==> config.mk <==
export PLATFORM = sky130hd
export DESIGN_NAME = rtnh_ctrl
export DESIGN_NICKNAME = d
export VERILOG_FILES = /design/src/sv/rtnh_pkg.sv /design/src/sv/rtnh_ctrl.sv
export SDC_FILE = /design/constraint.sdc
export NUM_CORES = 1
export LEC_CHECK = 0
export ABC_AREA = 1
export ABC_CLOCK_PERIOD_IN_PS = 2100
export BUFFER_PORTS_ARGS = -buffer_cell sky130_fd_sc_hd__buf_2
export CAP_MARGIN = 20
export CORE_ASPECT_RATIO = 1.4
export CORE_MARGIN = 4
export CORE_UTILIZATION = 51
export DETAILED_ROUTE_END_ITERATION = 7
export PLACE_DENSITY = 0.77
export SLEW_MARGIN = 40
export SYNTH_ARGS = -nofsm -noshare
export SYNTH_HDL_FRONTEND = slang
export SYNTH_SLANG_ARGS = --single-unit
==> constraint.sdc <==
create_clock -name clk -period 2.1 [get_ports clk]
set_clock_uncertainty 0.15 [all_clocks]
set_input_delay 0.42 -clock clk [delete_from_list [all_inputs] [get_ports clk]]
set_output_delay 0.42 -clock clk [all_outputs]
set_load 0.1 [all_outputs]
==> src/sv/rtnh_pkg.sv <==
// Shared types, constants and the micro-program for the nearest ray/triangle hit block.
// Used by rtnh_ctrl, rtnh_datapath, rtnh_div and ray_triangle_nearest_hit.
// No dependencies.
`default_nettype none

package rtnh_pkg;

    localparam int COORD_FRAC_BITS_DEF = 16;

    localparam int COORD_W   = 32;
    localparam int DIR_W     = 18;
    localparam int EDGE_W    = 33;
    localparam int DIST_W    = 31;
    localparam int DIGIT_W   = 17;
    localparam int PC_W      = 6;
    localparam int CFG_IDX_W = 3;
    localparam int CFG_DATA_W = 32;
    localparam int IN_DATA_W = 9 * COORD_W;
    localparam int OUT_DATA_W = 128;
    localparam int DIV_STEPS = 31;
    localparam int DCNT_W    = 5;

    localparam logic [DIST_W-1:0] DIST_MAX = '1;

    localparam logic [CFG_IDX_W-1:0] CFG_ORIGIN_X = 3'd0;
    localparam logic [CFG_IDX_W-1:0] CFG_ORIGIN_Y = 3'd1;
    localparam logic [CFG_IDX_W-1:0] CFG_ORIGIN_Z = 3'd2;
    localparam logic [CFG_IDX_W-1:0] CFG_DIR_X    = 3'd3;
    localparam logic [CFG_IDX_W-1:0] CFG_DIR_Y    = 3'd4;
    localparam logic [CFG_IDX_W-1:0] CFG_DIR_Z    = 3'd5;

    localparam logic signed [EDGE_W-1:0] K_TOL   = 33'sd10000;
    localparam logic signed [EDGE_W-1:0] K_LIM   = 33'sd10001;
    localparam logic signed [EDGE_W-1:0] K_MIN_T = 33'sd100000;

    typedef enum logic [1:0] {
        ST_IDLE,
        ST_RUN,
        ST_DIV,
        ST_FIN
    } ctrl_state_t;

    typedef enum logic [2:0] {
        UOP_MUL,
        UOP_WR,
        UOP_NORM,
        UOP_CMP,
        UOP_DIV,
        UOP_UPD
    } uop_kind_t;

    typedef enum logic [4:0] {
        A_E2X, A_E2Y, A_E2Z,
        A_TVX, A_TVY, A_TVZ,
        A_P0, A_P1, A_P2,
        A_Q0, A_Q1, A_Q2,
        A_DET, A_UN, A_VN, A_TN,
        A_UNVN, A_T
    } a_sel_t;

    typedef enum logic [3:0] {
        B_DX, B_DY, B_DZ,
        B_E1X, B_E1Y, B_E1Z,
        B_E2X, B_E2Y, B_E2Z,
        B_TVX, B_TVY, B_TVZ,
        B_KTOL, B_KLIM, B_KMINT
    } b_sel_t;

    typedef enum logic [4:0] {
        D_NONE,
        D_P0, D_P1, D_P2,
        D_Q0, D_Q1, D_Q2,
        D_DET, D_UN, D_VN, D_TN,
        D_CUN, D_CLIM, D_CVN, D_CUV, D_CTN,
        D_HX, D_HY, D_HZ
    } dst_t;

    typedef struct packed {
        uop_kind_t kind;
        a_sel_t    a_sel;
        b_sel_t    b_sel;
        dst_t      dst;
        logic      clr;
        logic      neg;
    } uop_t;

    typedef struct packed {
        logic load;
        logic exec;
        logic digit;
        uop_t uop;
        logic div_step;
        logic emit;
    } rtnh_cmd_t;

    typedef struct packed {
        logic reject;
        logic out_busy;
    } rtnh_status_t;

    localparam logic [PC_W-1:0] PC_LAST = 6'd53;

    function automatic uop_t u_mul(input a_sel_t a, input b_sel_t b, input logic clr,
                                   input logic neg);
        uop_t u;
        u.kind  = UOP_MUL;
        u.a_sel = a;
        u.b_sel = b;
        u.dst   = D_NONE;
        u.clr   = clr;
        u.neg   = neg;
        return u;
    endfunction

    function automatic uop_t u_wr(input dst_t d);
        uop_t u;
        u       = u_mul(A_E2X, B_DX, 1'b0, 1'b0);
        u.kind  = UOP_WR;
        u.dst   = d;
        return u;
    endfunction

    function automatic uop_t u_ctl(input uop_kind_t k);
        uop_t u;
        u      = u_mul(A_E2X, B_DX, 1'b0, 1'b0);
        u.kind = k;
        return u;
    endfunction

    function automatic uop_t ucode(input logic [PC_W-1:0] pc);
        uop_t u;
        case (pc)
            6'd0:  u = u_mul(A_E2Z, B_DY, 1'b1, 1'b0);
            6'd1:  u = u_mul(A_E2Y, B_DZ, 1'b0, 1'b1);
            6'd2:  u = u_wr(D_P0);
            6'd3:  u = u_mul(A_E2X, B_DZ, 1'b1, 1'b0);
            6'd4:  u = u_mul(A_E2Z, B_DX, 1'b0, 1'b1);
            6'd5:  u = u_wr(D_P1);
            6'd6:  u = u_mul(A_E2Y, B_DX, 1'b1, 1'b0);
            6'd7:  u = u_mul(A_E2X, B_DY, 1'b0, 1'b1);
            6'd8:  u = u_wr(D_P2);
            6'd9:  u = u_mul(A_TVY, B_E1Z, 1'b1, 1'b0);
            6'd10: u = u_mul(A_TVZ, B_E1Y, 1'b0, 1'b1);
            6'd11: u = u_wr(D_Q0);
            6'd12: u = u_mul(A_TVZ, B_E1X, 1'b1, 1'b0);
            6'd13: u = u_mul(A_TVX, B_E1Z, 1'b0, 1'b1);
            6'd14: u = u_wr(D_Q1);
            6'd15: u = u_mul(A_TVX, B_E1Y, 1'b1, 1'b0);
            6'd16: u = u_mul(A_TVY, B_E1X, 1'b0, 1'b1);
            6'd17: u = u_wr(D_Q2);
            6'd18: u = u_mul(A_P0, B_E1X, 1'b1, 1'b0);
            6'd19: u = u_mul(A_P1, B_E1Y, 1'b0, 1'b0);
            6'd20: u = u_mul(A_P2, B_E1Z, 1'b0, 1'b0);
            6'd21: u = u_wr(D_DET);
            6'd22: u = u_mul(A_P0, B_TVX, 1'b1, 1'b0);
            6'd23: u = u_mul(A_P1, B_TVY, 1'b0, 1'b0);
            6'd24: u = u_mul(A_P2, B_TVZ, 1'b0, 1'b0);
            6'd25: u = u_wr(D_UN);
            6'd26: u = u_mul(A_Q0, B_DX, 1'b1, 1'b0);
            6'd27: u = u_mul(A_Q1, B_DY, 1'b0, 1'b0);
            6'd28: u = u_mul(A_Q2, B_DZ, 1'b0, 1'b0);
            6'd29: u = u_wr(D_VN);
            6'd30: u = u_mul(A_Q0, B_E2X, 1'b1, 1'b0);
            6'd31: u = u_mul(A_Q1, B_E2Y, 1'b0, 1'b0);
            6'd32: u = u_mul(A_Q2, B_E2Z, 1'b0, 1'b0);
            6'd33: u = u_wr(D_TN);
            6'd34: u = u_ctl(UOP_NORM);
            6'd35: u = u_mul(A_UN, B_KTOL, 1'b1, 1'b0);
            6'd36: u = u_wr(D_CUN);
            6'd37: u = u_mul(A_DET, B_KLIM, 1'b1, 1'b0);
            6'd38: u = u_wr(D_CLIM);
            6'd39: u = u_mul(A_VN, B_KTOL, 1'b1, 1'b0);
            6'd40: u = u_wr(D_CVN);
            6'd41: u = u_mul(A_UNVN, B_KTOL, 1'b1, 1'b0);
            6'd42: u = u_wr(D_CUV);
            6'd43: u = u_mul(A_TN, B_KMINT, 1'b1, 1'b0);
            6'd44: u = u_wr(D_CTN);
            6'd45: u = u_ctl(UOP_CMP);
            6'd46: u = u_ctl(UOP_DIV);
            6'd47: u = u_mul(A_T, B_DX, 1'b1, 1'b0);
            6'd48: u = u_wr(D_HX);
            6'd49: u = u_mul(A_T, B_DY, 1'b1, 1'b0);
            6'd50: u = u_wr(D_HY);
            6'd51: u = u_mul(A_T, B_DZ, 1'b1, 1'b0);
            6'd52: u = u_wr(D_HZ);
            default: u = u_ctl(UOP_UPD);
        endcase
        return u;
    endfunction

endpackage

`default_nettype wire

==> src/sv/rtnh_ctrl.sv <==
// Controller for the nearest ray/triangle hit block: request intake, micro-program
// sequencing, divider loop and result hand-off. Depends on rtnh_pkg.
`default_nettype none

module rtnh_ctrl (
    input  wire logic                  clk,
    input  wire logic                  rst_n,
    input  wire logic                  s_axis_tvalid,
    output logic                       s_axis_tready,
    input  wire logic                  s_axis_tlast,
    input  wire logic                  skip,
    output rtnh_pkg::rtnh_cmd_t        cmd,
    input  wire rtnh_pkg::rtnh_status_t status
);
    import rtnh_pkg::*;

    ctrl_state_t         state_reg, state_next;
    logic [PC_W-1:0]     pc_reg, pc_next;
    logic                digit_reg, digit_next;
    logic [DCNT_W-1:0]   dcnt_reg, dcnt_next;
    logic                last_reg, last_next;

    always_ff @(posedge clk or negedge rst_n)
    begin
        if (!rst_n)
        begin
            state_reg <= ST_IDLE;
            pc_reg    <= '0;
            digit_reg <= 1'b0;
            dcnt_reg  <= '0;
            last_reg  <= 1'b0;
        end
        else
        begin
            state_reg <= state_next;
            pc_reg    <= pc_next;
            digit_reg <= digit_next;
            dcnt_reg  <= dcnt_next;
            last_reg  <= last_next;
        end
    end

    always_comb
    begin
        state_next    = state_reg;
        pc_next       = pc_reg;
        digit_next    = digit_reg;
        dcnt_next     = dcnt_reg;
        last_next     = last_reg;
        s_axis_tready = 1'b0;
        cmd           = '0;
        cmd.uop       = ucode(pc_reg);
        cmd.digit     = digit_reg;
        case (state_reg)
            ST_IDLE:
            begin
                s_axis_tready = 1'b1;
                if (s_axis_tvalid)
                begin
                    cmd.load   = 1'b1;
                    last_next  = s_axis_tlast;
                    pc_next    = '0;
                    digit_next = 1'b0;
                    state_next = skip ? ST_FIN : ST_RUN;
                end
            end
            ST_RUN:
            begin
                cmd.exec = 1'b1;
                case (cmd.uop.kind)
                    UOP_MUL:
                    begin
                        digit_next = ~digit_reg;
                        if (digit_reg)
                        begin
                            pc_next = pc_reg + 1'b1;
                        end
                    end
                    UOP_NORM, UOP_CMP:
                    begin
                        if (status.reject)
                        begin
                            state_next = ST_FIN;
                        end
                        else
                        begin
                            pc_next = pc_reg + 1'b1;
                        end
                    end
                    UOP_DIV:
                    begin
                        dcnt_next  = '0;
                        pc_next    = pc_reg + 1'b1;
                        state_next = ST_DIV;
                    end
                    UOP_UPD:
                    begin
                        state_next = ST_FIN;
                    end
                    default:
                    begin
                        pc_next = pc_reg + 1'b1;
                    end
                endcase
            end
            ST_DIV:
            begin
                cmd.div_step = 1'b1;
                dcnt_next    = dcnt_reg + 1'b1;
                if (dcnt_reg == DCNT_W'(DIV_STEPS - 1))
                begin
                    state_next = ST_RUN;
                end
            end
            ST_FIN:
            begin
                if (!last_reg)
                begin
                    state_next = ST_IDLE;
                end
                else if (!status.out_busy)
                begin
                    cmd.emit   = 1'b1;
                    state_next = ST_IDLE;
                end
            end
            default:
            begin
                state_next = ST_IDLE;
            end
        endcase
    end

`ifndef SYNTHESIS
    a_no_overwrite: assert property (@(posedge clk) disable iff (!rst_n)
        cmd.emit |-> !status.out_busy)
        else $error("result issued while the output register is held");

    a_pc_range: assert property (@(posedge clk) disable iff (!rst_n)
        state_reg == ST_RUN |-> pc_reg <= PC_LAST)
        else $error("micro-program counter past the end");

    a_accept_busy: assert property (@(posedge clk) disable iff (!rst_n)
        s_axis_tvalid && s_axis_tready |=> !s_axis_tready)
        else $error("request taken while the previous one is in progress");
`endif

endmodule

`default_nettype wire

==> results of run 1 <==
-- cell families after synthesis --
logic type               after synthesis
AO/OA/AOI/OAI                         66
adder cells (fa/ha/maj)               10
XOR/XNOR                               1
buffers and inverters                 50
AND/OR/NAND/NOR                      155
flip-flops                            15
-- Yosys cell counts, drive strengths merged (4+ instances only) --
library cell / count
o31ai: 4
nor3: 4
o21ai: 31
ha: 10
nor2: 35
buf: 8
nand3: 36
inv: 39
o211ai: 4
dfrtp: 15
a21oi: 14
nand2: 76
-- through the flow --
stage / worst slack (ns) / std cells / TNS, ns / utilization, %
detailed placement: -0.335 / 429 / -6.24 / 90.1
floorplan: -0.909 / 297 / -8.48 / -
global placement: -0.254 / 429 / -3.65 / 90.1
==> flow_summary.toml, run 1 <==
[status]
stop_stage = "clock tree synthesis"
outcome = "stopped before the end"
first-error = "[ERROR DPL-0038] Utilization greater than 100%, impossible to legalize"

[yosys]
netlist.area_leader.share_pct = 20.6
synthDistinctLibCells = 38
synth-seq-cells = 15
synth_compound_area_share_pct = 21.1
synth_edf_count = 0
synth_top_family_by_area = "simple AND/OR/NAND/NOR gates"
synth_xor_area_share_pct = 0.480
synth_fa_ha_area_share_pct = 6.86
syn_avg_cell_area_um2 = 6.14
seq_area_frac_synth_pct = 20.6
yosysWarnings = 0
netlist_top_cells_area = "sky130_fd_sc_hd__dfrtp_1 (21%), sky130_fd_sc_hd__nand2_1 (15%), sky130_fd_sc_hd__nand3_1 (9.6%), sky130_fd_sc_hd__o21ai_0 (8.5%), sky130_fd_sc_hd__inv_1 (7.8%)"
synthesized_netlist_net_count = 314
synth_largest_area_cell = "sky130_fd_sc_hd__dfrtp_1"
asyncSetResetFlopFracSynth_pct = 100
muxShareOfSynthArea_pct = 0
synth-simple-area-share_pct = 38.9
syn-cell-area_um2 = 1820
postSynth.topFlopCell = "sky130_fd_sc_hd__dfrtp_1"
postSynthCellCount = 297

[floorplan]
die_w_um = 58.5
placement_rows = 25
die_y_um = 78.8
io_pins = 32
start_util_pct = 53.5

[place]
port_buffer_count = 31
gpl.final_weighted_congestion = 1.16
placed_area_um2 = 3070
post-dp-hpwl_mm = 6.20

[cts]
cts_root_buf = "sky130_fd_sc_hd__clkbuf_8"
post_cts_hold_buffer_count = 1
cts.sink_count = 15
post_cts.resized_instances = 107
cts_buffers = 3
post-cts-setup-buffers = 13
cts.path.max_buffers = 2
h_tree_lvl_count = 1
==> run 2, diff against run 1 <==
- ABC_CLOCK_PERIOD_IN_PS: 2100 -> 2730
- CORE_ASPECT_RATIO: 1.4 -> unset
- CORE_UTILIZATION: 51 -> 37
- PLACE_DENSITY: 0.77 -> unset
- PLACE_DENSITY_LB_ADDON: unset -> 0.15
- clock period: 2.1 -> 2.73 ns (I/O delays scaled with it)
==> flow_summary.toml, run 2 <==
[cts]
clk-insertion-delay-late_ns = 0.25
cts.path.max_buffers = 2
h_tree_lvl_count = 1
post_cts_hold_buffer_count = 0
cts_root_buf = "sky130_fd_sc_hd__clkbuf_8"
cts.sink_count = 15
cts.reportedPaths.clkPinSlew_ns = 0.07
cts_buffers = 3
cts_tree = "built"

[sta]
final_max_slew_viol_count = 0
grt_setup_unrepaired = "yes"
slew-limit-headroom_pct = 67.6
layout_worst_path_cycle_share_pct = 99.3
final_critical_path_setup_slack_ns = 0.0183
maximum_operating_frequency_mhz = 369
final_report_hold_violation_count = 0
worst_pin_slew_ns = 0.489
hold-worst-slack_ns = 0.0430
finalSetupViolCount = 0
timing.final.crit_period_ns = 2.71

[floorplan]
coreArea_um2 = 4750
fp.dieArea_um2 = 6120
die_w_um = 78.2
io_pins = 32
die_y_um = 78.2
placement_rows = 25
start_util_pct = 38.4

[worst_setup_path]
worstPathRequired_ns = 2.03
cp_max_fo = 5
timing.critical_path.to_type = "output pin"
critical_path_class = "reg -> out"
worst_setup_path_start_kind = "register"
largest_incremental_delay_on_the_critical_path_ns = 0.45
critPathArrivalTime_ns = 2.02
timing.critical_path.mode_cell = "sky130_fd_sc_hd__ha_4"
r2r_cells = 15
worst_path_cell_chain = "buf_4, ha_4, ha_4, or2_2, inv_2, nor2_1, o21ai_1, inv_1, buf_12"
timing.critical_path.slowest_stage_cell = "sky130_fd_sc_hd__dfrtp_2"

[yosys]
asyncSetResetFlopFracSynth_pct = 100
syn_avg_cell_area_um2 = 6.14
netlist.area_leader.share_pct = 20.6
synthDistinctLibCells = 38
syn-cell-area_um2 = 1820
synth-seq-cells = 15
seq_area_frac_synth_pct = 20.6
synthesized_netlist_net_count = 314
netlist_top_cells_count = "sky130_fd_sc_hd__nand2_1 (73), sky130_fd_sc_hd__inv_1 (38), sky130_fd_sc_hd__nand3_1 (35)"
synth_edf_count = 0
synth_largest_area_cell = "sky130_fd_sc_hd__dfrtp_1"
synthMostInstantiatedCell = "sky130_fd_sc_hd__nand2_1"
postSynth.topFlopCell = "sky130_fd_sc_hd__dfrtp_1"
yosysWarnings = 0
postSynthCellCount = 297
netlist_top_cells_area = "sky130_fd_sc_hd__dfrtp_1 (21%), sky130_fd_sc_hd__nand2_1 (15%), sky130_fd_sc_hd__nand3_1 (9.6%), sky130_fd_sc_hd__o21ai_0 (8.5%), sky130_fd_sc_hd__inv_1 (7.8%)"

[final_layout]
share_of_final_layout_standard_cells_stronger_than_drive_strength_1_pct = 31.6
syn_to_final_growth_pct = 49.5
stdcell_area_um2 = 2730
layout_common_cells = "sky130_fd_sc_hd__nand2_1 (68), sky130_fd_sc_hd__nand3_1 (35), sky130_fd_sc_hd__inv_1 (33)"
antennaDiodeCount = 0
layout.cells.most_common = "sky130_fd_sc_hd__nand2_1"
final_net_count = 360
finalCoreUtilization_pct = 57.3
max_ffs_per_register = 6

[detailed_routing]
finalWirelength_mm = 6.16
vias_per_cell = 5.45
drt_iter0_drc = 174
drtAntennaViolNets = 0
via_count = 2228
drc = 0
detailedRoute.firstPassIterationCount = 4
routed_wirelength_normalized_by_instance_count_um = 15.1

[pwr]
share_clk_of_total_power_pct = 45.0
leakage_nw = 1.33
comb_power_share_pct = 2.4
peakVddDrop_mv = 0.187
power.switching_mw = 0.0935
switching_share_pct = 22.2
power.internal_mw = 0.328
power.density_nw_per_um2 = 155
share_seq_of_total_power_pct = 52.7

[global_route]
initial_antenna_violation_count = 0
grtUsageTotal_pct = 20.9
grt_max_degree = 16
grt_pass1_vias = 2068
wire_length_of_the_first_global_routing_pass_mm = 10.4
globalRouteOverflowTotal = 0

[status]
outcome = "finished, final reports clean"

[flow_run]
max-cap-violations = 0

[place]
placed_area_um2 = 2580
post-dp-hpwl_mm = 5.00
detailedPlace.worstSlack_ns = 0.0899
port_buffer_count = 31
gpl.final_weighted_congestion = 0.965

[hold_path]
holdCritPathClass = "in -> async"
[run 2: cell counts after synthesis]
No cell type changed its count.
[run 2: area by class of cell]
cell class,instances,area (um2)
Sequential cell,15,379
Fill cell,466,2030
Clock inverter,1,7.51
Tap cell,67,83.8
Multi-Input combinational cell,232,1450
Inverter,40,158
Clock buffer,3,41.3
Timing Repair Buffer,51,603
[run 2: timing repair]
action | 4_1_cts | 5_1_grt
buffers inserted | 1 | 1
gates resized for setup | 11 | 22
pin swaps | 0 | 5
endpoints found under the setup margin | 13 | 14
[run 2: per-stage QoR]
| step | std cells | power, mW | TNS (ns) |
|---|---|---|---|
| final | 409 | 0.422 | 0 |
| after global routing | 409 | 0.435 | -0.117 |
| after CTS | 408 | 0.428 | -0.0740 |
| after detailed placement | 403 | 0.237 | 0 |
| after global placement | 403 | 0.237 | 0 |
| after floorplan | 297 | 0.228 | -1.61 |
[run 2: cell families after synthesis]
| group | after synthesis | share of synthesized area (%) |
|---|---|---|
| xor gates and xnor gates | 1 | 0.480 |
| DFF | 15 | 20.6 |
| buffers and inverters | 50 | 12.1 |
| adders and majority gates | 10 | 6.86 |
| AOI/OAI and AO/OA | 66 | 21.1 |
| and+or+nand+nor | 155 | 38.9 |
[run 2: worst paths after layout]
kind	from	endpoint	slack [ns]
worst max-delay path	pc_reg[0]	cmd[3]	0.02
max in group asynchronous	rst_n	pc_reg[0]	2.11
min in group clk	s_axis_tlast	last_reg	0.36
worst min-delay path	rst_n	last_reg	0.04
worst min register to register	pc_reg[1]	pc_reg[1]	0.37
worst max register to register	pc_reg[1]	pc_reg[0]	0.57
[run 2: layer usage]
metal / track usage, % / routed length (um) / vias up
li1: - / - / 1089
met1: 32.7 / 3010 / 1041
met2: 31.0 / 2750 / 94
met3: 2.98 / 366 / 4
met4: 2.45 / 27 / 0
met5: 0 / 0 / -
[run 2: power groups by stage]
stage	sequential, mW	clock, mW	combinational, mW
global placement	0.226	0	0.0103
finish	0.222	0.190	0.0100
floorplan	0.226	0	0.00115
detailed placement	0.226	0	0.0105
CTS	0.222	0.195	0.0104
global route	0.222	0.201	0.0115
[run 2: worst max-delay path, delay by kind of cell, from the launching register on]
family | cells | cell delay [ns]
adders and majority gates | 2 | 0.36
AOI/OAI and AO/OA | 1 | 0.13
and+or+nand+nor | 2 | 0.34
DFF | 1 | 0.45
buffers and inverters | 4 | 0.47
Power figures use the tool's default switching activity.
